**src/rtl/fps_pkg.sv**
```systemverilog
// ----------------------------------------------------------------------------
// fps_pkg
// Shared widths, constants and types of the frame pixel statistics block.
// ----------------------------------------------------------------------------
package fps_pkg;

  // Payload widths of the channels.
  localparam int PIXEL_W     = 16;
  localparam int SIZE_W      = 11;
  localparam int CFG_INDEX_W = 8;
  localparam int NONZERO_W   = 21;
  localparam int CHANGE_W    = 20;
  localparam int ROWS_W      = 11;
  localparam int ROW_FIELD_W = 11;
  localparam int ROW_POS_W   = 10;
  localparam int SCORE_W     = 27;

  // Largest row number that the row fields can report.
  localparam int ROW_FIELD_MAX = 1023;

  // Score weights.
  localparam int ROW_WEIGHT  = 100000;
  localparam int RATE_WEIGHT = 1000;
  localparam int NZ_SHIFT    = 3;
  localparam int ROW_PROD_W  = 21;

  // Configuration register indexes.
  localparam logic [CFG_INDEX_W-1:0] REG_FRAME_WIDTH  = 8'd0;
  localparam logic [CFG_INDEX_W-1:0] REG_FRAME_HEIGHT = 8'd1;

  // Decoupling queue between the front and the back.
  localparam int QUEUE_DEPTH = 4;
  localparam int QUEUE_PTR_W = 2;
  localparam int QUEUE_CNT_W = 3;

  // One classified pixel as it travels from the front to the back.
  typedef struct packed {
    logic [PIXEL_W-1:0]   pixel;
    logic                 first;
    logic                 end_of_row;
    logic                 end_of_frame;
    logic [ROW_POS_W-1:0] row;
  } fps_item_t;

  // Finished statistics of one frame.
  typedef struct packed {
    logic        [NONZERO_W-1:0]   nonzero;
    logic        [CHANGE_W-1:0]    change;
    logic        [ROWS_W-1:0]      rows;
    logic signed [ROW_FIELD_W-1:0] first_row;
    logic signed [ROW_FIELD_W-1:0] last_row;
    logic        [PIXEL_W-1:0]     first_value;
    logic        [PIXEL_W-1:0]     last_value;
  } fps_stats_t;

endpackage

```
**src/rtl/fps_pixel_if.sv**
```systemverilog
// ----------------------------------------------------------------------------
// fps_pixel_if
// Pixel stream channel: valid, ready and one RGB565 pixel per beat.
// ----------------------------------------------------------------------------
interface fps_pixel_if;
  logic                         valid;
  logic                         ready;
  logic [fps_pkg::PIXEL_W-1:0] pixel;

  modport source (output valid, output pixel, input ready);
  modport sink   (input valid, input pixel, output ready);
endinterface

```
**src/rtl/fps_result_if.sv**
```systemverilog
// ----------------------------------------------------------------------------
// fps_result_if
// Result channel: valid, ready and the statistics of one frame per beat.
// ----------------------------------------------------------------------------
interface fps_result_if;
  logic                                    valid;
  logic                                    ready;
  logic        [fps_pkg::NONZERO_W-1:0]   nonzero_count;
  logic        [fps_pkg::CHANGE_W-1:0]    change_count;
  logic        [fps_pkg::ROWS_W-1:0]      rows_with_data;
  logic signed [fps_pkg::ROW_FIELD_W-1:0] first_data_row;
  logic signed [fps_pkg::ROW_FIELD_W-1:0] last_data_row;
  logic        [fps_pkg::PIXEL_W-1:0]     first_value;
  logic        [fps_pkg::PIXEL_W-1:0]     last_value;
  logic        [fps_pkg::SCORE_W-1:0]     quality_score;

  modport source (output valid, output nonzero_count, output change_count,
                  output rows_with_data, output first_data_row,
                  output last_data_row, output first_value, output last_value,
                  output quality_score, input ready);
  modport sink   (input valid, input nonzero_count, input change_count,
                  input rows_with_data, input first_data_row,
                  input last_data_row, input first_value, input last_value,
                  input quality_score, output ready);
endinterface

```
**src/rtl/fps_cfg_if.sv**
```systemverilog
// ----------------------------------------------------------------------------
// fps_cfg_if
// Configuration write channel: valid, ready, register index and data.
// ----------------------------------------------------------------------------
interface fps_cfg_if;
  logic                             valid;
  logic                             ready;
  logic [fps_pkg::CFG_INDEX_W-1:0] index;
  logic [fps_pkg::SIZE_W-1:0]      data;

  modport source (output valid, output index, output data, input ready);
  modport sink   (input valid, input index, input data, output ready);
endinterface

```
**src/rtl/fps_front.sv**
```systemverilog
// ----------------------------------------------------------------------------
// fps_front
// Accepts pixels, tracks the raster position and tags each pixel as the
// first of a frame, the end of a row or the end of a frame.
// ----------------------------------------------------------------------------
module fps_front #(
  parameter int MAX_WIDTH  = 1024,
  parameter int MAX_HEIGHT = 1024
) (
  input  logic               clk,
  input  logic               rst_n,
  fps_pixel_if.sink          in_if,
  fps_cfg_if.sink            cfg_if,
  output logic               push_valid,
  input  logic               push_ready,
  output fps_pkg::fps_item_t push_item,
  output logic               frame_clear
);
  import fps_pkg::*;

  localparam int COL_W = $clog2(MAX_WIDTH);
  localparam int ROW_W = $clog2(MAX_HEIGHT);

  // Reset frame size, clamped to the supported maximum.
  localparam int WIDTH_RESET  = 320;
  localparam int HEIGHT_RESET = 240;
  localparam int WLAST_RESET  = ((WIDTH_RESET > MAX_WIDTH) ? MAX_WIDTH : WIDTH_RESET) - 1;
  localparam int HLAST_RESET  = ((HEIGHT_RESET > MAX_HEIGHT) ? MAX_HEIGHT : HEIGHT_RESET) - 1;

  logic [COL_W-1:0] col_r, col_nxt;
  logic [ROW_W-1:0] row_r, row_nxt;
  logic [COL_W-1:0] wlast_r, wlast_nxt;
  logic [ROW_W-1:0] hlast_r, hlast_nxt;
  logic             in_beat;
  logic             cfg_beat;
  logic             end_of_row;
  logic             end_of_frame;

  assign cfg_if.ready = 1'b1;
  assign cfg_beat     = cfg_if.valid;
  assign in_if.ready  = push_ready;
  assign in_beat      = in_if.valid && push_ready;

  // A size write restarts the frame in progress.
  assign frame_clear = cfg_beat && (cfg_if.index == REG_FRAME_WIDTH ||
                                    cfg_if.index == REG_FRAME_HEIGHT);

  // Classify the current pixel from its position.
  assign end_of_row   = (col_r == wlast_r);
  assign end_of_frame = end_of_row && (row_r == hlast_r);

  always_comb begin
    push_item.pixel        = in_if.pixel;
    push_item.first        = (col_r == '0) && (row_r == '0);
    push_item.end_of_row   = end_of_row;
    push_item.end_of_frame = end_of_frame;
    if (32'(row_r) > ROW_FIELD_MAX) begin
      push_item.row = ROW_POS_W'(ROW_FIELD_MAX);
    end else begin
      push_item.row = ROW_POS_W'(row_r);
    end
  end
  assign push_valid = in_if.valid;

  // Size registers hold the last column and row index, clamped to range.
  always_comb begin
    wlast_nxt = wlast_r;
    hlast_nxt = hlast_r;
    if (cfg_beat && cfg_if.index == REG_FRAME_WIDTH) begin
      if (cfg_if.data == '0) begin
        wlast_nxt = '0;
      end else if (32'(cfg_if.data) >= MAX_WIDTH) begin
        wlast_nxt = COL_W'(MAX_WIDTH - 1);
      end else begin
        wlast_nxt = COL_W'(cfg_if.data - SIZE_W'(1));
      end
    end
    if (cfg_beat && cfg_if.index == REG_FRAME_HEIGHT) begin
      if (cfg_if.data == '0) begin
        hlast_nxt = '0;
      end else if (32'(cfg_if.data) >= MAX_HEIGHT) begin
        hlast_nxt = ROW_W'(MAX_HEIGHT - 1);
      end else begin
        hlast_nxt = ROW_W'(cfg_if.data - SIZE_W'(1));
      end
    end
  end

  // Raster position advances on every accepted beat.
  always_comb begin
    col_nxt = col_r;
    row_nxt = row_r;
    if (frame_clear) begin
      col_nxt = '0;
      row_nxt = '0;
    end else if (in_beat) begin
      if (end_of_row) begin
        col_nxt = '0;
        row_nxt = end_of_frame ? '0 : row_r + ROW_W'(1);
      end else begin
        col_nxt = col_r + COL_W'(1);
      end
    end
  end

  always_ff @(posedge clk) begin
    if (!rst_n) begin
      col_r   <= '0;
      row_r   <= '0;
      wlast_r <= COL_W'(WLAST_RESET);
      hlast_r <= ROW_W'(HLAST_RESET);
    end else begin
      col_r   <= col_nxt;
      row_r   <= row_nxt;
      wlast_r <= wlast_nxt;
      hlast_r <= hlast_nxt;
    end
  end

endmodule

```
**src/rtl/fps_queue.sv**
```systemverilog
// ----------------------------------------------------------------------------
// fps_queue
// Short first-in first-out queue of classified pixels between front and back.
// ----------------------------------------------------------------------------
module fps_queue (
  input  logic               clk,
  input  logic               rst_n,
  input  logic               push_valid,
  output logic               push_ready,
  input  fps_pkg::fps_item_t push_item,
  output logic               pop_valid,
  input  logic               pop,
  output fps_pkg::fps_item_t pop_item
);
  import fps_pkg::*;

  fps_item_t                entry_r [QUEUE_DEPTH];
  logic [QUEUE_PTR_W-1:0]   wr_ptr_r, wr_ptr_nxt;
  logic [QUEUE_PTR_W-1:0]   rd_ptr_r, rd_ptr_nxt;
  logic [QUEUE_CNT_W-1:0]   count_r, count_nxt;
  logic                     do_push;
  logic                     do_pop;

  assign push_ready = (count_r != QUEUE_CNT_W'(QUEUE_DEPTH));
  assign pop_valid  = (count_r != '0);
  assign pop_item   = entry_r[rd_ptr_r];
  assign do_push    = push_valid && push_ready;
  assign do_pop     = pop && pop_valid;

  // Pointer and fill count bookkeeping.
  always_comb begin
    wr_ptr_nxt = do_push ? wr_ptr_r + QUEUE_PTR_W'(1) : wr_ptr_r;
    rd_ptr_nxt = do_pop ? rd_ptr_r + QUEUE_PTR_W'(1) : rd_ptr_r;
    count_nxt  = count_r;
    if (do_push && !do_pop) begin
      count_nxt = count_r + QUEUE_CNT_W'(1);
    end else if (do_pop && !do_push) begin
      count_nxt = count_r - QUEUE_CNT_W'(1);
    end
  end

  always_ff @(posedge clk) begin
    if (!rst_n) begin
      wr_ptr_r <= '0;
      rd_ptr_r <= '0;
      count_r  <= '0;
    end else begin
      wr_ptr_r <= wr_ptr_nxt;
      rd_ptr_r <= rd_ptr_nxt;
      count_r  <= count_nxt;
    end
  end

  // Storage needs no reset.
  always_ff @(posedge clk) begin
    if (do_push) begin
      entry_r[wr_ptr_r] <= push_item;
    end
  end

endmodule

```
**src/rtl/fps_back.sv**
```systemverilog
// ----------------------------------------------------------------------------
// fps_back
// Accumulates the frame statistics and computes the quality score in a
// three-stage pipeline ending in the output register.
// ----------------------------------------------------------------------------
module fps_back (
  input  logic               clk,
  input  logic               rst_n,
  input  logic               frame_clear,
  input  logic               pop_valid,
  output logic               pop,
  input  fps_pkg::fps_item_t pop_item,
  fps_result_if.source       out_if
);
  import fps_pkg::*;

  // Running accumulators.
  logic [NONZERO_W-1:0]          nz_r, nz_nxt;
  logic [CHANGE_W-1:0]           chg_r, chg_nxt;
  logic [ROWS_W-1:0]             rows_r, rows_nxt;
  logic signed [ROW_FIELD_W-1:0] first_row_r, first_row_nxt;
  logic signed [ROW_FIELD_W-1:0] last_row_r, last_row_nxt;
  logic [PIXEL_W-1:0]            first_pix_r, first_pix_nxt;
  logic [PIXEL_W-1:0]            prev_r, prev_nxt;
  logic                          row_data_r, row_data_nxt;

  // Pipeline stages.
  logic                   s1_v_r, s2_v_r, out_v_r;
  logic                   s1_ready, s2_ready, out_ready;
  fps_stats_t             stats, s1_r, s2_r;
  logic [SCORE_W-1:0]     s2_last_prod_r;
  logic [ROW_PROD_W-1:0]  s2_rows_prod_r;
  logic [ROW_POS_W-1:0]   last_pos;
  logic                   nonzero;
  logic                   row_data;

  assign out_ready = !out_v_r || out_if.ready;
  assign s2_ready  = !s2_v_r || out_ready;
  assign s1_ready  = !s1_v_r || s2_ready;

  // A frame-ending beat waits until the first stage has room.
  assign pop = pop_valid && (!pop_item.end_of_frame || s1_ready);

  assign nonzero  = (pop_item.pixel != '0);
  assign row_data = row_data_r || nonzero;

  // Update of the accumulators for the beat being popped.
  always_comb begin
    nz_nxt        = nz_r;
    chg_nxt       = chg_r;
    rows_nxt      = rows_r;
    first_row_nxt = first_row_r;
    last_row_nxt  = last_row_r;
    first_pix_nxt = first_pix_r;
    prev_nxt      = pop_item.pixel;
    row_data_nxt  = row_data;
    if (pop_item.first) begin
      first_pix_nxt = pop_item.pixel;
    end
    if (nonzero && nz_r != '1) begin
      nz_nxt = nz_r + NONZERO_W'(1);
    end
    if (!pop_item.first && pop_item.pixel != prev_r && chg_r != '1) begin
      chg_nxt = chg_r + CHANGE_W'(1);
    end
    if (pop_item.end_of_row) begin
      row_data_nxt = 1'b0;
      if (row_data) begin
        if (rows_r != '1) begin
          rows_nxt = rows_r + ROWS_W'(1);
        end
        if (first_row_r[ROW_FIELD_W-1]) begin
          first_row_nxt = ROW_FIELD_W'(pop_item.row);
        end
        last_row_nxt = ROW_FIELD_W'(pop_item.row);
      end
    end
  end

  // Snapshot of the finished frame.
  always_comb begin
    stats.nonzero     = nz_nxt;
    stats.change      = chg_nxt;
    stats.rows        = rows_nxt;
    stats.first_row   = first_row_nxt;
    stats.last_row    = last_row_nxt;
    stats.first_value = first_pix_nxt;
    stats.last_value  = pop_item.pixel;
  end

  always_ff @(posedge clk) begin
    if (!rst_n || frame_clear || (pop && pop_item.end_of_frame)) begin
      nz_r        <= '0;
      chg_r       <= '0;
      rows_r      <= '0;
      first_row_r <= '1;
      last_row_r  <= '1;
      first_pix_r <= '0;
      prev_r      <= '0;
      row_data_r  <= 1'b0;
    end else if (pop) begin
      nz_r        <= nz_nxt;
      chg_r       <= chg_nxt;
      rows_r      <= rows_nxt;
      first_row_r <= first_row_nxt;
      last_row_r  <= last_row_nxt;
      first_pix_r <= first_pix_nxt;
      prev_r      <= prev_nxt;
      row_data_r  <= row_data_nxt;
    end
  end

  // Pipeline valid bits.
  always_ff @(posedge clk) begin
    if (!rst_n) begin
      s1_v_r  <= 1'b0;
      s2_v_r  <= 1'b0;
      out_v_r <= 1'b0;
    end else begin
      if (s1_ready) begin
        s1_v_r <= pop && pop_item.end_of_frame;
      end
      if (s2_ready) begin
        s2_v_r <= s1_v_r;
      end
      if (out_ready) begin
        out_v_r <= s2_v_r;
      end
    end
  end

  // A missing last row weighs as row zero.
  assign last_pos = s1_r.last_row[ROW_FIELD_W-1] ? '0 : s1_r.last_row[ROW_POS_W-1:0];

  // Payload stages: snapshot, weight products, final sum.
  always_ff @(posedge clk) begin
    if (s1_ready && pop && pop_item.end_of_frame) begin
      s1_r <= stats;
    end
    if (s2_ready && s1_v_r) begin
      s2_r           <= s1_r;
      s2_last_prod_r <= SCORE_W'(last_pos) * SCORE_W'(ROW_WEIGHT);
      s2_rows_prod_r <= ROW_PROD_W'(s1_r.rows) * ROW_PROD_W'(RATE_WEIGHT);
    end
    if (out_ready && s2_v_r) begin
      out_if.nonzero_count  <= s2_r.nonzero;
      out_if.change_count   <= s2_r.change;
      out_if.rows_with_data <= s2_r.rows;
      out_if.first_data_row <= s2_r.first_row;
      out_if.last_data_row  <= s2_r.last_row;
      out_if.first_value    <= s2_r.first_value;
      out_if.last_value     <= s2_r.last_value;
      out_if.quality_score  <= s2_last_prod_r + SCORE_W'(s2_rows_prod_r)
                             + SCORE_W'(s2_r.change)
                             + SCORE_W'(s2_r.nonzero >> NZ_SHIFT);
    end
  end

  assign out_if.valid = out_v_r;

endmodule

```
**src/rtl/frame_pixel_statistics.sv**
```systemverilog
// ----------------------------------------------------------------------------
// frame_pixel_statistics
// Per-frame statistics and quality score over a raster RGB565 pixel stream.
// ----------------------------------------------------------------------------
// Usage:
//   in_if carries one pixel per beat in raster order. out_if carries one
//   beat per completed frame, after the frame's final pixel: counts, first and
//   last data rows, first and last pixel and the quality score.
//   cfg_if writes frame_width (index 0) or frame_height (index 1); a write
//   clears the frame in progress and should be issued while the block is idle.
// Throughput: one pixel per cycle sustained while out_if takes results;
//   one-pixel frames too, and the back-end accumulators take a beat every cycle.
// Result path: a frame's last accepted pixel passes the queue entry, the
//   snapshot of the accumulators, the weight products, then the sum into the
//   output register.
// Reset: synchronous, active low; sizes return to 320 by 240 and counting
//   starts at row 0, column 0.
// Stall: a held result stalls the score pipeline; the four-entry queue fills
//   behind an end-of-frame pixel and in_if.ready drops. cfg_if is always ready.
// ----------------------------------------------------------------------------
module frame_pixel_statistics #(
  parameter int MAX_WIDTH  = 1024,
  parameter int MAX_HEIGHT = 1024
) (
  input  logic         clk,
  input  logic         rst_n,
  fps_pixel_if.sink    in_if,
  fps_result_if.source out_if,
  fps_cfg_if.sink      cfg_if
);
  import fps_pkg::*;

  logic      push_valid;
  logic      push_ready;
  fps_item_t push_item;
  logic      pop_valid;
  logic      pop;
  fps_item_t pop_item;
  logic      frame_clear;

  // Position tracking and classification.
  fps_front #(
    .MAX_WIDTH  (MAX_WIDTH),
    .MAX_HEIGHT (MAX_HEIGHT)
  ) u_front (
    .clk         (clk),
    .rst_n       (rst_n),
    .in_if       (in_if),
    .cfg_if      (cfg_if),
    .push_valid  (push_valid),
    .push_ready  (push_ready),
    .push_item   (push_item),
    .frame_clear (frame_clear)
  );

  // Decoupling queue.
  fps_queue u_queue (
    .clk        (clk),
    .rst_n      (rst_n),
    .push_valid (push_valid),
    .push_ready (push_ready),
    .push_item  (push_item),
    .pop_valid  (pop_valid),
    .pop        (pop),
    .pop_item   (pop_item)
  );

  // Accumulation and scoring.
  fps_back u_back (
    .clk         (clk),
    .rst_n       (rst_n),
    .frame_clear (frame_clear),
    .pop_valid   (pop_valid),
    .pop         (pop),
    .pop_item    (pop_item),
    .out_if      (out_if)
  );

endmodule
```
**src/flat_wrapper.sv**
```systemverilog
// flat-port wrapper written by rule: the top's interface ports become plain ports
module frame_pixel_statistics_flat import fps_pkg::*;
#(
  parameter int MAX_WIDTH  = 1024,
  parameter int MAX_HEIGHT = 1024
)
  (clk, rst_n, in_if_valid, in_if_pixel, in_if_ready, out_if_valid, out_if_nonzero_count, out_if_change_count, out_if_rows_with_data, out_if_first_data_row, out_if_last_data_row, out_if_first_value, out_if_last_value, out_if_quality_score, out_if_ready, cfg_if_valid, cfg_if_index, cfg_if_data, cfg_if_ready);
  fps_pixel_if in_if_i ();
  fps_result_if out_if_i ();
  fps_cfg_if cfg_if_i ();
  input  logic clk;
  input  logic rst_n;
  input wire logic [$bits(in_if_i.valid)-1:0] in_if_valid;
  input wire logic [$bits(in_if_i.pixel)-1:0] in_if_pixel;
  output wire logic [$bits(in_if_i.ready)-1:0] in_if_ready;
  output wire logic [$bits(out_if_i.valid)-1:0] out_if_valid;
  output wire logic [$bits(out_if_i.nonzero_count)-1:0] out_if_nonzero_count;
  output wire logic [$bits(out_if_i.change_count)-1:0] out_if_change_count;
  output wire logic [$bits(out_if_i.rows_with_data)-1:0] out_if_rows_with_data;
  output wire logic [$bits(out_if_i.first_data_row)-1:0] out_if_first_data_row;
  output wire logic [$bits(out_if_i.last_data_row)-1:0] out_if_last_data_row;
  output wire logic [$bits(out_if_i.first_value)-1:0] out_if_first_value;
  output wire logic [$bits(out_if_i.last_value)-1:0] out_if_last_value;
  output wire logic [$bits(out_if_i.quality_score)-1:0] out_if_quality_score;
  input wire logic [$bits(out_if_i.ready)-1:0] out_if_ready;
  input wire logic [$bits(cfg_if_i.valid)-1:0] cfg_if_valid;
  input wire logic [$bits(cfg_if_i.index)-1:0] cfg_if_index;
  input wire logic [$bits(cfg_if_i.data)-1:0] cfg_if_data;
  output wire logic [$bits(cfg_if_i.ready)-1:0] cfg_if_ready;
  assign in_if_i.valid = in_if_valid;
  assign in_if_i.pixel = in_if_pixel;
  assign in_if_ready = in_if_i.ready;
  assign out_if_valid = out_if_i.valid;
  assign out_if_nonzero_count = out_if_i.nonzero_count;
  assign out_if_change_count = out_if_i.change_count;
  assign out_if_rows_with_data = out_if_i.rows_with_data;
  assign out_if_first_data_row = out_if_i.first_data_row;
  assign out_if_last_data_row = out_if_i.last_data_row;
  assign out_if_first_value = out_if_i.first_value;
  assign out_if_last_value = out_if_i.last_value;
  assign out_if_quality_score = out_if_i.quality_score;
  assign out_if_i.ready = out_if_ready;
  assign cfg_if_i.valid = cfg_if_valid;
  assign cfg_if_i.index = cfg_if_index;
  assign cfg_if_i.data = cfg_if_data;
  assign cfg_if_ready = cfg_if_i.ready;
  frame_pixel_statistics #(.MAX_WIDTH(MAX_WIDTH), .MAX_HEIGHT(MAX_HEIGHT)) u_core (.clk(clk), .rst_n(rst_n), .in_if(in_if_i), .out_if(out_if_i), .cfg_if(cfg_if_i));
endmodule
```
**config.mk**
```make
export PLATFORM = sky130hd
export DESIGN_NAME = frame_pixel_statistics_flat
export DESIGN_NICKNAME = d
export VERILOG_FILES = /design/src/rtl/fps_pkg.sv /design/src/rtl/fps_pixel_if.sv /design/src/rtl/fps_result_if.sv /design/src/rtl/fps_cfg_if.sv /design/src/rtl/fps_front.sv /design/src/rtl/fps_queue.sv /design/src/rtl/fps_back.sv /design/src/rtl/frame_pixel_statistics.sv /design/src/flat_wrapper.sv
export SDC_FILE = /design/constraint.sdc
export NUM_CORES = 1
export LEC_CHECK = 0
export BUFFER_PORTS_ARGS = -buffer_cell sky130_fd_sc_hd__buf_2
export CORE_MARGIN = 2
export CORE_UTILIZATION = 48
export CTS_CLUSTER_SIZE = 8
export DETAILED_ROUTE_END_ITERATION = 10
export GPL_ROUTABILITY_DRIVEN = 0
export PLACE_DENSITY = 0.65
export SLEW_MARGIN = 20
export SYNTH_ARGS = -nofsm -noshare
export SYNTH_HDL_FRONTEND = slang
export SYNTH_SLANG_ARGS = --single-unit
export TNS_END_PERCENT = 1
```
**constraint.sdc**
```tcl
create_clock -name clk -period 10.7 [get_ports clk]
set_input_delay 1.605 -clock clk [delete_from_list [all_inputs] [get_ports clk]]
set_output_delay 1.605 -clock clk [all_outputs]
set_load 0.05 [all_outputs]
```
==> results.txt, run 1 <==
CTS tree = done
Crit. End Element = flip-flop
Status = finished clean
Vias in the first global route = 17330
Syn nets = 2446
Clk_lat worst skew = 0.66 ns
Final Hold Viols = 0
CP Launch Type = flip-flop
Overflow after GRT = 0
First-pass GRT wire length = 92380 um
Initial Util = 48.40%
Measured slew at the worst slew-check pin = 1.027 ns
Syn. warnings = 0
Async S/R FF share, synth = 0%
Dpl ws = 5.422 ns
Starting DRT DRC Count = 1035
Syn-to-layout area delta = 14.92%
Unrepaired setup endpoints after global routing = false
Clock transition at the registers of the reported paths = 0.05 ns
Layout cell share with drive strength beyond 1 = 14.87%
Detailed-route via count = 17150
CTS buffer count = 92
Max Freq = 0.1899 GHz
Total track usage = 18.43%
Core area = 61480 sq um
DP Cell Count = 3082
Endpoints failing setup = 0
Finished Layout Cells = 3252
Prevailing post-synth register cell = edfxtp_1
Hold Path Class = flip-flop to flip-flop
Drt total wl = 57930 um
Post-synth EDFFs = 499
Post-CTS Setup Bufs = 0
Synthesized flop and latch total = 658
Die ar. = 64000 sq um
Avg WL per Cell = 17.81 um
Die X = 253.0 um
Worst hold stages = 0
Dpl hpwl = 40350 um
Count of cell types in the netlist = 71
Relative slew slack = 31.52%
Number of hold buffers added after cts = 0
Initial antenna violation count = 0
Vias per inst = 5.273
I/O Pins = 176
Max Clock Skew = 0.05931 ns
DRC Markers = 0
Max Cap Viol = 0
PostCTS Resize Cnt = 0
H-tree lvl count = 3
Crit path kind = flip-flop to flip-flop
Slew Limit Fails = 0
Final Cycle Share = 49.20%
Worst-case clock buffer depth = 3
Mapped cell area = 29760 sq um
Synth top area share = 50.36%
Clk sink count = 658
Site Rows = 91
Seq/Total Area, Yosys = 61.05%
Post-route setup slack = 5.435 ns
PortBufs = 174
Setup total negative slack = 0 ns
Pre-antenna DRT Iters = 6
Min Tclk post-route = 5.265 ns
CP Data Arrival Time = 5.62 ns
Synth area leaders = edfxtp_1, dfxtp_1, ha_1
R2r worst-path depth = 14
CTS root buf = clkbuf_16
Required time worst endpoint = 11.05 ns
Die height = 253.0 um
Nets = 2671
Syn avg cell area = 13.77 sq um
Worst-path maximum fanout = 13
Mapped Cells = 2161
Pin count of the biggest net entering global routing = 82
Post-route ant nets = 0
Synth area leader = edfxtp_1
-- state kept, by name, indices dropped and copies added, names as in the netlist, 11 cells and up, named ones only --
register,flops
u_core.u_queue.entry_r,116
u_core.u_back.s1_r,106
u_core.u_back.s2_r,106
u_core.u_back.out_if.quality_score,27
u_core.u_back.s2_last_prod_r,22
u_core.u_back.nz_r,21
u_core.u_back.out_if.nonzero_count,21
u_core.u_back.chg_r,20
u_core.u_back.out_if.change_count,20
u_core.u_back.first_pix_r,16
u_core.u_back.out_if.first_value,16
u_core.u_back.out_if.last_value,16
u_core.u_back.prev_r,16
u_core.u_back.s2_rows_prod_r,16
u_core.u_back.first_row_r,11
u_core.u_back.last_row_r,11
u_core.u_back.out_if.first_data_row,11
u_core.u_back.out_if.last_data_row,11
u_core.u_back.out_if.rows_with_data,11
u_core.u_back.rows_r,11
-- synthesized netlist by cell type (4+ instances only) --
cell and number:
and3_1 20, or3_1 18, a21o_1 19, dfxtp_1 159, mux2i_1 6, o211ai_1 7, buf_2 4, mux4_1 14
nor2b_1 21, or4_1 7, o21ai_0 27, nor4_1 30, a21oi_1 95, xor2_1 66, o21bai_1 11, ha_1 161
a31oi_1 8, clkbuf_1 38, nand3_1 59, nor2_1 113, mux2_2 34, nand4_1 27, inv_1 125, mux2_1 5
xnor2_1 127, or2_2 5, nor3_1 52, nand2_1 190, nand2b_1 10, edfxtp_1 499, buf_6 6, mux4_2 15
a2111oi_0 5, a21boi_0 4, a211oi_1 6, fa_1 84, buf_4 7, o22a_1 6, and2_1 13
-- layout make-up --
cell class              instances  area [sq um]
diodes                          1         2.502
clock buffers                 160          2557
clock inverters                 9         177.7
fillers                      4971         27290
inverters                     125         471.7
multi-input cells            1321         10850
flip-flops and latches        658         18170
well taps                     790         988.4
repair buffers                188         975.9
-- worst max-delay path, stage by stage, from the launching register on --
cell,delay (ns)
edfxtp_1,0.53
nor2b_1,0.37
ha_1,0.33
ha_1,0.33
fa_1,0.57
fa_1,0.43
ha_1,0.31
ha_1,0.37
a21o_1,0.21
a21o_1,0.17
a221oi_1,0.50
o21ai_0,0.32
a211o_1,0.31
a21oi_1,0.18
xnor2_1,0.09
-- metrics by stage --
stage / hold slack [ns] / instance area, sq um / utilization, %
2_1_floorplan: 0.4003 / 29760 / -
3_3_place_gp: 0.4010 / 31450 / 51.15
3_5_place_dp: 0.4045 / 31460 / 51.16
4_1_cts: 0.3984 / 34190 / 55.61
5_1_grt: 0.4008 / 34190 / 55.61
6_report: 0.3907 / 34200 / 55.62
-- path summary, 6_finish.rpt --
path | startpoint | end | slack (ns)
setup / recovery | u_core.u_back.s1_r[42] | u_core.u_back.s2_last_prod_r[25] | 5.44
setup reg to reg | u_core.u_back.s1_r[42] | u_core.u_back.s2_last_prod_r[25] | 5.44
hold reg to reg | u_core.u_back.s1_r[95] | u_core.u_back.s2_r[95] | 0.39
hold / removal | u_core.u_back.s1_r[95] | u_core.u_back.s2_r[95] | 0.39
-- kinds of logic (layout without fill, tap and decap cells) --
logic type / Yosys count / in the layout / share of synthesized area, %
other cells: 1 / 2 / 0.01260
flops: 658 / 658 / 61.05
simple gates: 583 / 583 / 9.432
buf+inv: 182 / 482 / 2.552
compound gates: 225 / 225 / 4.798
fa+ha+maj: 245 / 245 / 12.42
mux: 74 / 74 / 4.049
xor+xnor: 193 / 193 / 5.681
-- layer usage --
| layer | vias up | wire length [um] | track usage (%) |
|---|---|---|---|
| met4 | 0 | 1449 | 6.543 |
| met3 | 93 | 2708 | 3.279 |
| li1 | 8306 | - | - |
| met1 | 8376 | 25270 | 23.88 |
| met2 | 373 | 28510 | 31.21 |
| met5 | - | 0 | 0 |
-- placed cells by master, fill, tap and decap left out, types with 7 or more instances in the layout --
| cell type | count |
|---|---|
| a21o_1 | 19 |
| a21oi_1 | 95 |
| a31oi_1 | 8 |
| and2_1 | 13 |
| and3_1 | 16 |
| buf_2 | 174 |
| buf_4 | 14 |
| clkbuf_1 | 68 |
| clkbuf_16 | 92 |
| dfxtp_1 | 158 |
| edfxtp_1 | 499 |
| fa_1 | 84 |
| ha_1 | 161 |
| inv_1 | 123 |
| mux2_2 | 34 |
| mux4_1 | 14 |
| mux4_2 | 15 |
| nand2_1 | 189 |
| nand2b_1 | 10 |
| nand3_1 | 59 |
| nand4_1 | 27 |
| nor2_1 | 113 |
| nor2b_1 | 19 |
| nor3_1 | 52 |
| nor4_1 | 30 |
| o211ai_1 | 7 |
| o21ai_0 | 27 |
| o21bai_1 | 11 |
| or3_1 | 18 |
| or4_1 | 7 |
| xnor2_1 | 127 |
| xor2_1 | 66 |
Power of run 1 is not shown: default switching activity piles up to over one toggle a cycle in this logic, so the estimate is an artifact.
==> run 2: changes to the inputs <==
--- a/config.mk
+++ b/config.mk
@@ -5,6 +5,7 @@
 export SDC_FILE = /design/constraint.sdc
 export NUM_CORES = 1
 export LEC_CHECK = 0
+export ABC_AREA = 1
 export BUFFER_PORTS_ARGS = -buffer_cell sky130_fd_sc_hd__buf_2
 export CORE_MARGIN = 2
 export CORE_UTILIZATION = 48
==> constraint.sdc (replaced) <==
create_clock -name clk -period 5.07 [get_ports clk]
set_input_delay 0.7605 -clock clk [delete_from_list [all_inputs] [get_ports clk]]
set_output_delay 0.7605 -clock clk [all_outputs]
set_load 0.05 [all_outputs]
==> results.txt, run 2 <==
Status = finished clean
CP Data Arrival Time = 5.19 ns (-0.43 ns)
Most flop-heavy register = u_core.u_queue.entry_r
Clk sink count = 658 (unchanged)
Dpl hpwl = 47550 um (+18%)
Vias per inst = 5.213 (-1.1%)
CTS buffer count = 92 (unchanged)
Worst hold stages = 1 (+1)
Syn nets = 3191 (+30%)
PortBufs = 174 (unchanged)
Clock transition at the registers of the reported paths = 0.05 ns (about the same)
Overflow after GRT = 0 (unchanged)
Die X = 259.5 um (+2.6%)
Max incr delay on CP = 0.51 ns (-0.06 ns)
Mapped Cells = 2906 (+34%)
Slew Limit Fails = 0 (unchanged)
Worst-path maximum fanout = 9 (-4)
Starting DRT DRC Count = 1463 (+41%)
Most instantiated cells after synthesis = nand2_1, edfxtp_1, inv_1
Top delay family on crit path = adder cells
R2r worst-path depth = 21 (+7)
Syn-to-layout area delta = 14.32%
Layout cell share with drive strength beyond 1 = 11.71% (-3.2 points)
Vias in the first global route = 20970 (+21%)
Top-count cell post-synth = nand2_1
Nets = 3397 (+27%)
Initial Util = 48.60% (+0.20 points)
Max Freq = 0.2078 GHz (+9.4%)
DRC Markers = 0 (unchanged)
Syn. warnings = 0 (unchanged)
Unrepaired setup endpoints after global routing = false
Max Cap Viol = 0 (unchanged)
Required time worst endpoint = 5.45 ns (-5.60 ns)
Max Clock Skew = 0.04290 ns (-0.01641 ns)
Worst-case clock buffer depth = 3 (unchanged)
Site Rows = 93 (+2.2%)
Die ar. = 67330 sq um (+5.2%)
Synth area leader = edfxtp_1
First-pass GRT wire length = 109800 um (+19%)
Commonest non-fill, non-tap cell in the layout = nand2_1
Final Hold Viols = 0 (unchanged)
Core area = 64460 sq um (+4.8%)
Relative slew slack = 46.42% (+15 points)
Count of cell types in the netlist = 50 (-30%)
Final core utilization = 55.56% (-0.058 points)
WP buf/inv = 5 (+5)
Pin count of the biggest net entering global routing = 77 (-6.1%)
Endpoints failing setup = 0 (unchanged)
CTS root buf = clkbuf_16
Total track usage = 20.51% (+2.1 points)
Post-route ant nets = 0 (unchanged)
Mapped cell area = 31330 sq um (+5.3%)
Avg WL per Cell = 16.84 um (-5.5%)
Seq/Total Area, Yosys = 57.99% (-3.1 points)
Biggest regs = u_core.u_queue.entry_r: 116 flops, u_core.u_back.s1_r: 106 flops, u_core.u_back.s2_r: 106 flops
Die height = 259.5 um (+2.6%)
Antenna cells = 0 (-1)
CTS tree = done
Largest register FFs = 116 (unchanged)
Synthesized flop and latch total = 658 (unchanged)
Synth area leaders = edfxtp_1, dfxtp_1, nand2_1
Most frequent cells in the layout = nand2_1, edfxtp_1, inv_1
Synth top area share = 47.83% (-2.5 points)
Most frequent CP cell = inv_1
I/O Pins = 176 (unchanged)
Min Tclk post-route = 4.813 ns (-0.4514 ns)
Syn avg cell area = 10.78 sq um (-22%)
Final Hold Slack = 0.3165 ns (-0.07422 ns)
Crit. End Element = flip-flop
H-tree lvl count = 3 (unchanged)
Register area = 18170 sq um (unchanged)
Crit path kind = flip-flop to flip-flop
CP cell instances = inv_1, nand2_1, inv_1, nor2_1, nor2_1, inv_1, fa_1, inv_1, fa_1, ha_1, fa_1, ha_1, a21oi_2, o21ai_0, a21oi_2, inv_1, a21oi_1, or2_2, nand2_1, nand2_1, nand2_1
Detailed-route via count = 21060 (+23%)
Post-route setup slack = 0.2567 ns (-5.179 ns)
Measured slew at the worst slew-check pin = 0.8037 ns (-0.2235 ns)
Pre-antenna DRT Iters = 5 (-1)
Setup total negative slack = 0 ns (unchanged)
Dpl ws = 0.2099 ns (-5.212 ns)
Levels on crit path = 21 (+7)
Worst path slowest cell = edfxtp_1
Clk_lat worst skew = 0.65 ns (about the same)
CP Launch Type = flip-flop
Fill cell count = 5393 (+8.5%)
Final Cycle Share = 94.94% (+46 points)
Multi-input gate area = 11500 sq um (+5.9%)
Prevailing post-synth register cell = edfxtp_1
Post-synth EDFFs = 499 (unchanged)
Async S/R FF share, synth = 0% (unchanged)
Drt total wl = 68030 um (+17%)
Initial antenna violation count = 1 (+1)
Hold Path Class = input port to flip-flop
[run 2: worst reg2reg max path, stage by stage, from the launching register on]
cell and delay [ns]:
edfxtp_1 0.51, inv_1 0.16, nand2_1 0.08, inv_1 0.14, nor2_1 0.06, nor2_1 0.17, inv_1 0.09, fa_1 0.51
inv_1 0.06, fa_1 0.45, ha_1 0.32, fa_1 0.46, ha_1 0.39, a21oi_2 0.18, o21ai_0 0.17, a21oi_2 0.23
inv_1 0.06, a21oi_1 0.21, or2_2 0.17, nand2_1 0.04, nand2_1 0.06, nand2_1 0.05
[run 2: cell families (layout without fill, tap and decap cells)]
logic type / Yosys count / count (layout) / synth area share, %
buffers and inverters: 410 / 689 / 5.463
flip-flops: 658 / 658 / 57.99
other: 1 / 1 / 0.01197
AND/OR/NAND/NOR: 1110 / 1110 / 15.41
XOR/XNOR: 108 / 108 / 3.043
AO/OA/AOI/OAI: 374 / 374 / 6.286
adder cells (fa/ha/maj): 245 / 245 / 11.80
[run 2: what timing repair did]
action	in CTS	in global routing
setup buffers	0	0
hold buffers	0	0
setup endpoints to repair	0	2
resized for setup	0	3
hold endpoints to repair	0	0
[run 2: worst paths after layout]
check                         start                               end  slack, ns
max          u_core.u_back.s1_r[42]  u_core.u_back.s2_last_prod_r[24]       0.26
min                 in_if_pixel[11]     u_core.u_queue.entry_r[3][24]       0.32
max reg2reg  u_core.u_back.s1_r[42]  u_core.u_back.s2_last_prod_r[24]       0.26
min reg2reg  u_core.u_back.s1_r[72]            u_core.u_back.s2_r[72]       0.41
[run 2: cell type report]
type | instances | area share [%]
Inverter | 327 | 3.476
Tap cell | 855 | 2.987
Clock inverter | 8 | 0.5135
Sequential cell | 658 | 50.73
Clock buffer | 159 | 7.130
Timing Repair Buffer | 195 | 3.067
Multi-Input combinational cell | 1838 | 32.10
[run 2: per-stage QoR]
stage	instances	area, sq um
final	4040	35820
after global routing	4040	35820
after CTS	4040	35810
after detailed placement	3873	33070
after global placement	3872	33040
after floorplan	2906	31340
[run 2: layer usage]
layer / GRT usage (%) / up-vias / routed length (um)
li1: - / 10250 / -
met1: 26.83 / 10090 / 29660
met2: 35.14 / 625 / 33550
met3: 3.037 / 96 / 3353
met4: 6.641 / 2 / 1455
met5: 0 / - / 12
Power of run 2 is left out for the same reason.
==> run 3: changes to the inputs <==
--- a/config.mk
+++ b/config.mk
@@ -6,7 +6,8 @@
 export NUM_CORES = 1
 export LEC_CHECK = 0
 export ABC_AREA = 1
-export BUFFER_PORTS_ARGS = -buffer_cell sky130_fd_sc_hd__buf_2
+export BUFFER_PORTS_ARGS = -buffer_cell sky130_fd_sc_hd__buf_4
+export CAP_MARGIN = 20
 export CORE_MARGIN = 2
 export CORE_UTILIZATION = 48
 export CTS_CLUSTER_SIZE = 8
==> results.txt, run 3 (synthesis results as in run 2) <==
Status = finished clean
Core area = 64460 sq um (unchanged)
R2r setup slk = 0.41 ns (+0.15 ns)
Measured slew at the worst slew-check pin = 1.067 ns (+0.2636 ns)
Most frequent cells in the layout = nand2_1, edfxtp_1, inv_1
Max Freq = 0.2144 GHz (+3.2%)
Setup total negative slack = 0 ns (unchanged)
Final Hold Viols = 0 (unchanged)
First-pass GRT wire length = 108600 um (-1.1%)
Hold Path End = u_core.u_queue.entry_r[0][27]
Unrepaired setup endpoints after global routing = false
Site Rows = 93 (unchanged)
Avg WL per Cell = 16.72 um (-0.73%)
Pre-antenna DRT Iters = 6 (+1)
CTS buffer count = 92 (unchanged)
Clock transition at the registers of the reported paths = 0.05 ns (about the same)
Worst-path maximum fanout = 6 (-3)
Clk sink count = 658 (unchanged)
Worst hold stages = 1 (unchanged)
Die X = 259.5 um (unchanged)
Required time worst endpoint = 5.45 ns (about the same)
Post-route ant nets = 0 (unchanged)
Overflow after GRT = 0 (unchanged)
Min Tclk post-route = 4.665 ns (-0.1487 ns)
Pin count of the biggest net entering global routing = 134 (+74%)
Biggest regs = u_core.u_queue.entry_r: 116 flops, u_core.u_back.s1_r: 106 flops, u_core.u_back.s2_r: 106 flops
Dpl hpwl = 46830 um (-1.5%)
Crit path kind = flip-flop to flip-flop
RR Endpoint = u_core.u_back.s2_last_prod_r[24]
Multi-input gate area = 11490 sq um (about the same)
Crit. End Element = flip-flop
Nets = 3394 (-0.088%)
Detailed-route via count = 21030 (-0.14%)
Syn-to-layout area delta = 15.62%
Most flop-heavy register = u_core.u_queue.entry_r
Endpoints failing setup = 0 (unchanged)
Drt total wl = 67550 um (-0.70%)
Commonest non-fill, non-tap cell in the layout = nand2_1
Starting DRT DRC Count = 1345 (-8.1%)
CP Launch Point = u_core.u_back.s1_r[42]
Die ar. = 67330 sq um (unchanged)
Relative slew slack = 28.84% (-18 points)
Hold Path Class = input port to flip-flop
Vias per inst = 5.204 (-0.16%)
Largest register FFs = 116 (unchanged)
Worst-case clock buffer depth = 3 (unchanged)
CP Launch Type = flip-flop
CTS tree = done
Layout cell share with drive strength beyond 1 = 11.61% (-0.098 points)
Slew Limit Fails = 0 (unchanged)
Total track usage = 20.22% (-0.29 points)
Die height = 259.5 um (unchanged)
DRC Markers = 0 (unchanged)
Max Cap Viol = 0 (unchanged)
Initial antenna violation count = 0 (-1)
H-tree lvl count = 3 (unchanged)
Final Cycle Share = 92.00% (-2.9 points)
Initial Util = 48.60% (unchanged)
CTS root buf = clkbuf_16
I/O Pins = 176 (unchanged)
Max Clock Skew = 0.04207 ns (-0.0008254 ns)
Hold_sp = in_if_pixel[14]
CP Data Arrival Time = 5.05 ns (-0.14 ns)
Register area = 18170 sq um (unchanged)
Fill cell count = 5412 (+0.35%)
Antenna cells = 0 (unchanged)
Launching point of the worst reg2reg path = u_core.u_back.s1_r[42]
PortBufs = 174 (unchanged)
Number of hold buffers added after cts = 0 (unchanged)
R2r worst-path depth = 18 (-14%)
Clk_lat worst skew = 0.66 ns (about the same)
Vias in the first global route = 20960 (-0.076%)
[run 3: worst max-delay path by stage]
stage | endpoint | slack (ns)
final | u_core.u_back.s2_last_prod_r[24] | 0.41
after global routing | u_core.u_back.s2_last_prod_r[24] | 0.08
after CTS | u_core.u_back.s2_last_prod_r[24] | 0.29
after detailed placement | u_core.u_back.s2_last_prod_r[24] | 0.32
after global placement | u_core.u_back.s2_last_prod_r[24] | 0.39
after floorplan | u_core.u_back.chg_r[10] | 0.18
[run 3: repair_timing]
item / CTS / global route
buffers inserted: 0 / 1
gates resized for setup: 0 / 1
endpoints found under the setup margin: 0 / 1
[run 3: metal layers]
metal  track usage [%]  wire [um]  vias to the layer above
met5                 0          0                        -
met4             7.104       1741                        0
met3             3.076       3586                      115
met2             34.99      33460                      598
met1             25.85      28770                    10070
li1                  -          -                    10250
[run 3: worst max-delay path, stage by stage, from the launching register on]
cell,delay (ns)
edfxtp_1,0.42
buf_4,0.18
nor2_1,0.20
ha_1,0.30
ha_1,0.28
inv_1,0.05
fa_1,0.51
inv_1,0.06
fa_1,0.47
ha_1,0.31
ha_1,0.36
nand2_1,0.12
o21ai_0,0.42
a21oi_2,0.15
inv_1,0.08
a21oi_1,0.09
or2_2,0.29
nand3_1,0.07
nand2_1,0.05
[run 3: layout make-up]
cell class / instances / share of cell area (%)
Sequential cell: 658 / 50.16
Multi-Input combinational cell: 1838 / 31.73
Clock buffer: 164 / 7.157
Timing Repair Buffer: 192 / 4.083
Inverter: 327 / 3.437
Tap cell: 855 / 2.953
Clock inverter: 7 / 0.4870
[run 3: metrics by stage]
stage | util, % | setup slack (ns) | cell area [sq um] | cells | hold slack (ns)
CTS | 56.17 | 0.2917 | 36210 | 4040 | 0.2757
floorplan | - | 0.1755 | 31340 | 2906 | 0.4003
finish | 56.19 | 0.4054 | 36220 | 4041 | 0.3067
global placement | 51.88 | 0.3888 | 33440 | 3869 | 0.4010
global route | 56.19 | 0.08246 | 36220 | 4041 | 0.2875
detailed placement | 51.88 | 0.3247 | 33440 | 3869 | 0.4045
Power of run 3 is left out for the same reason.
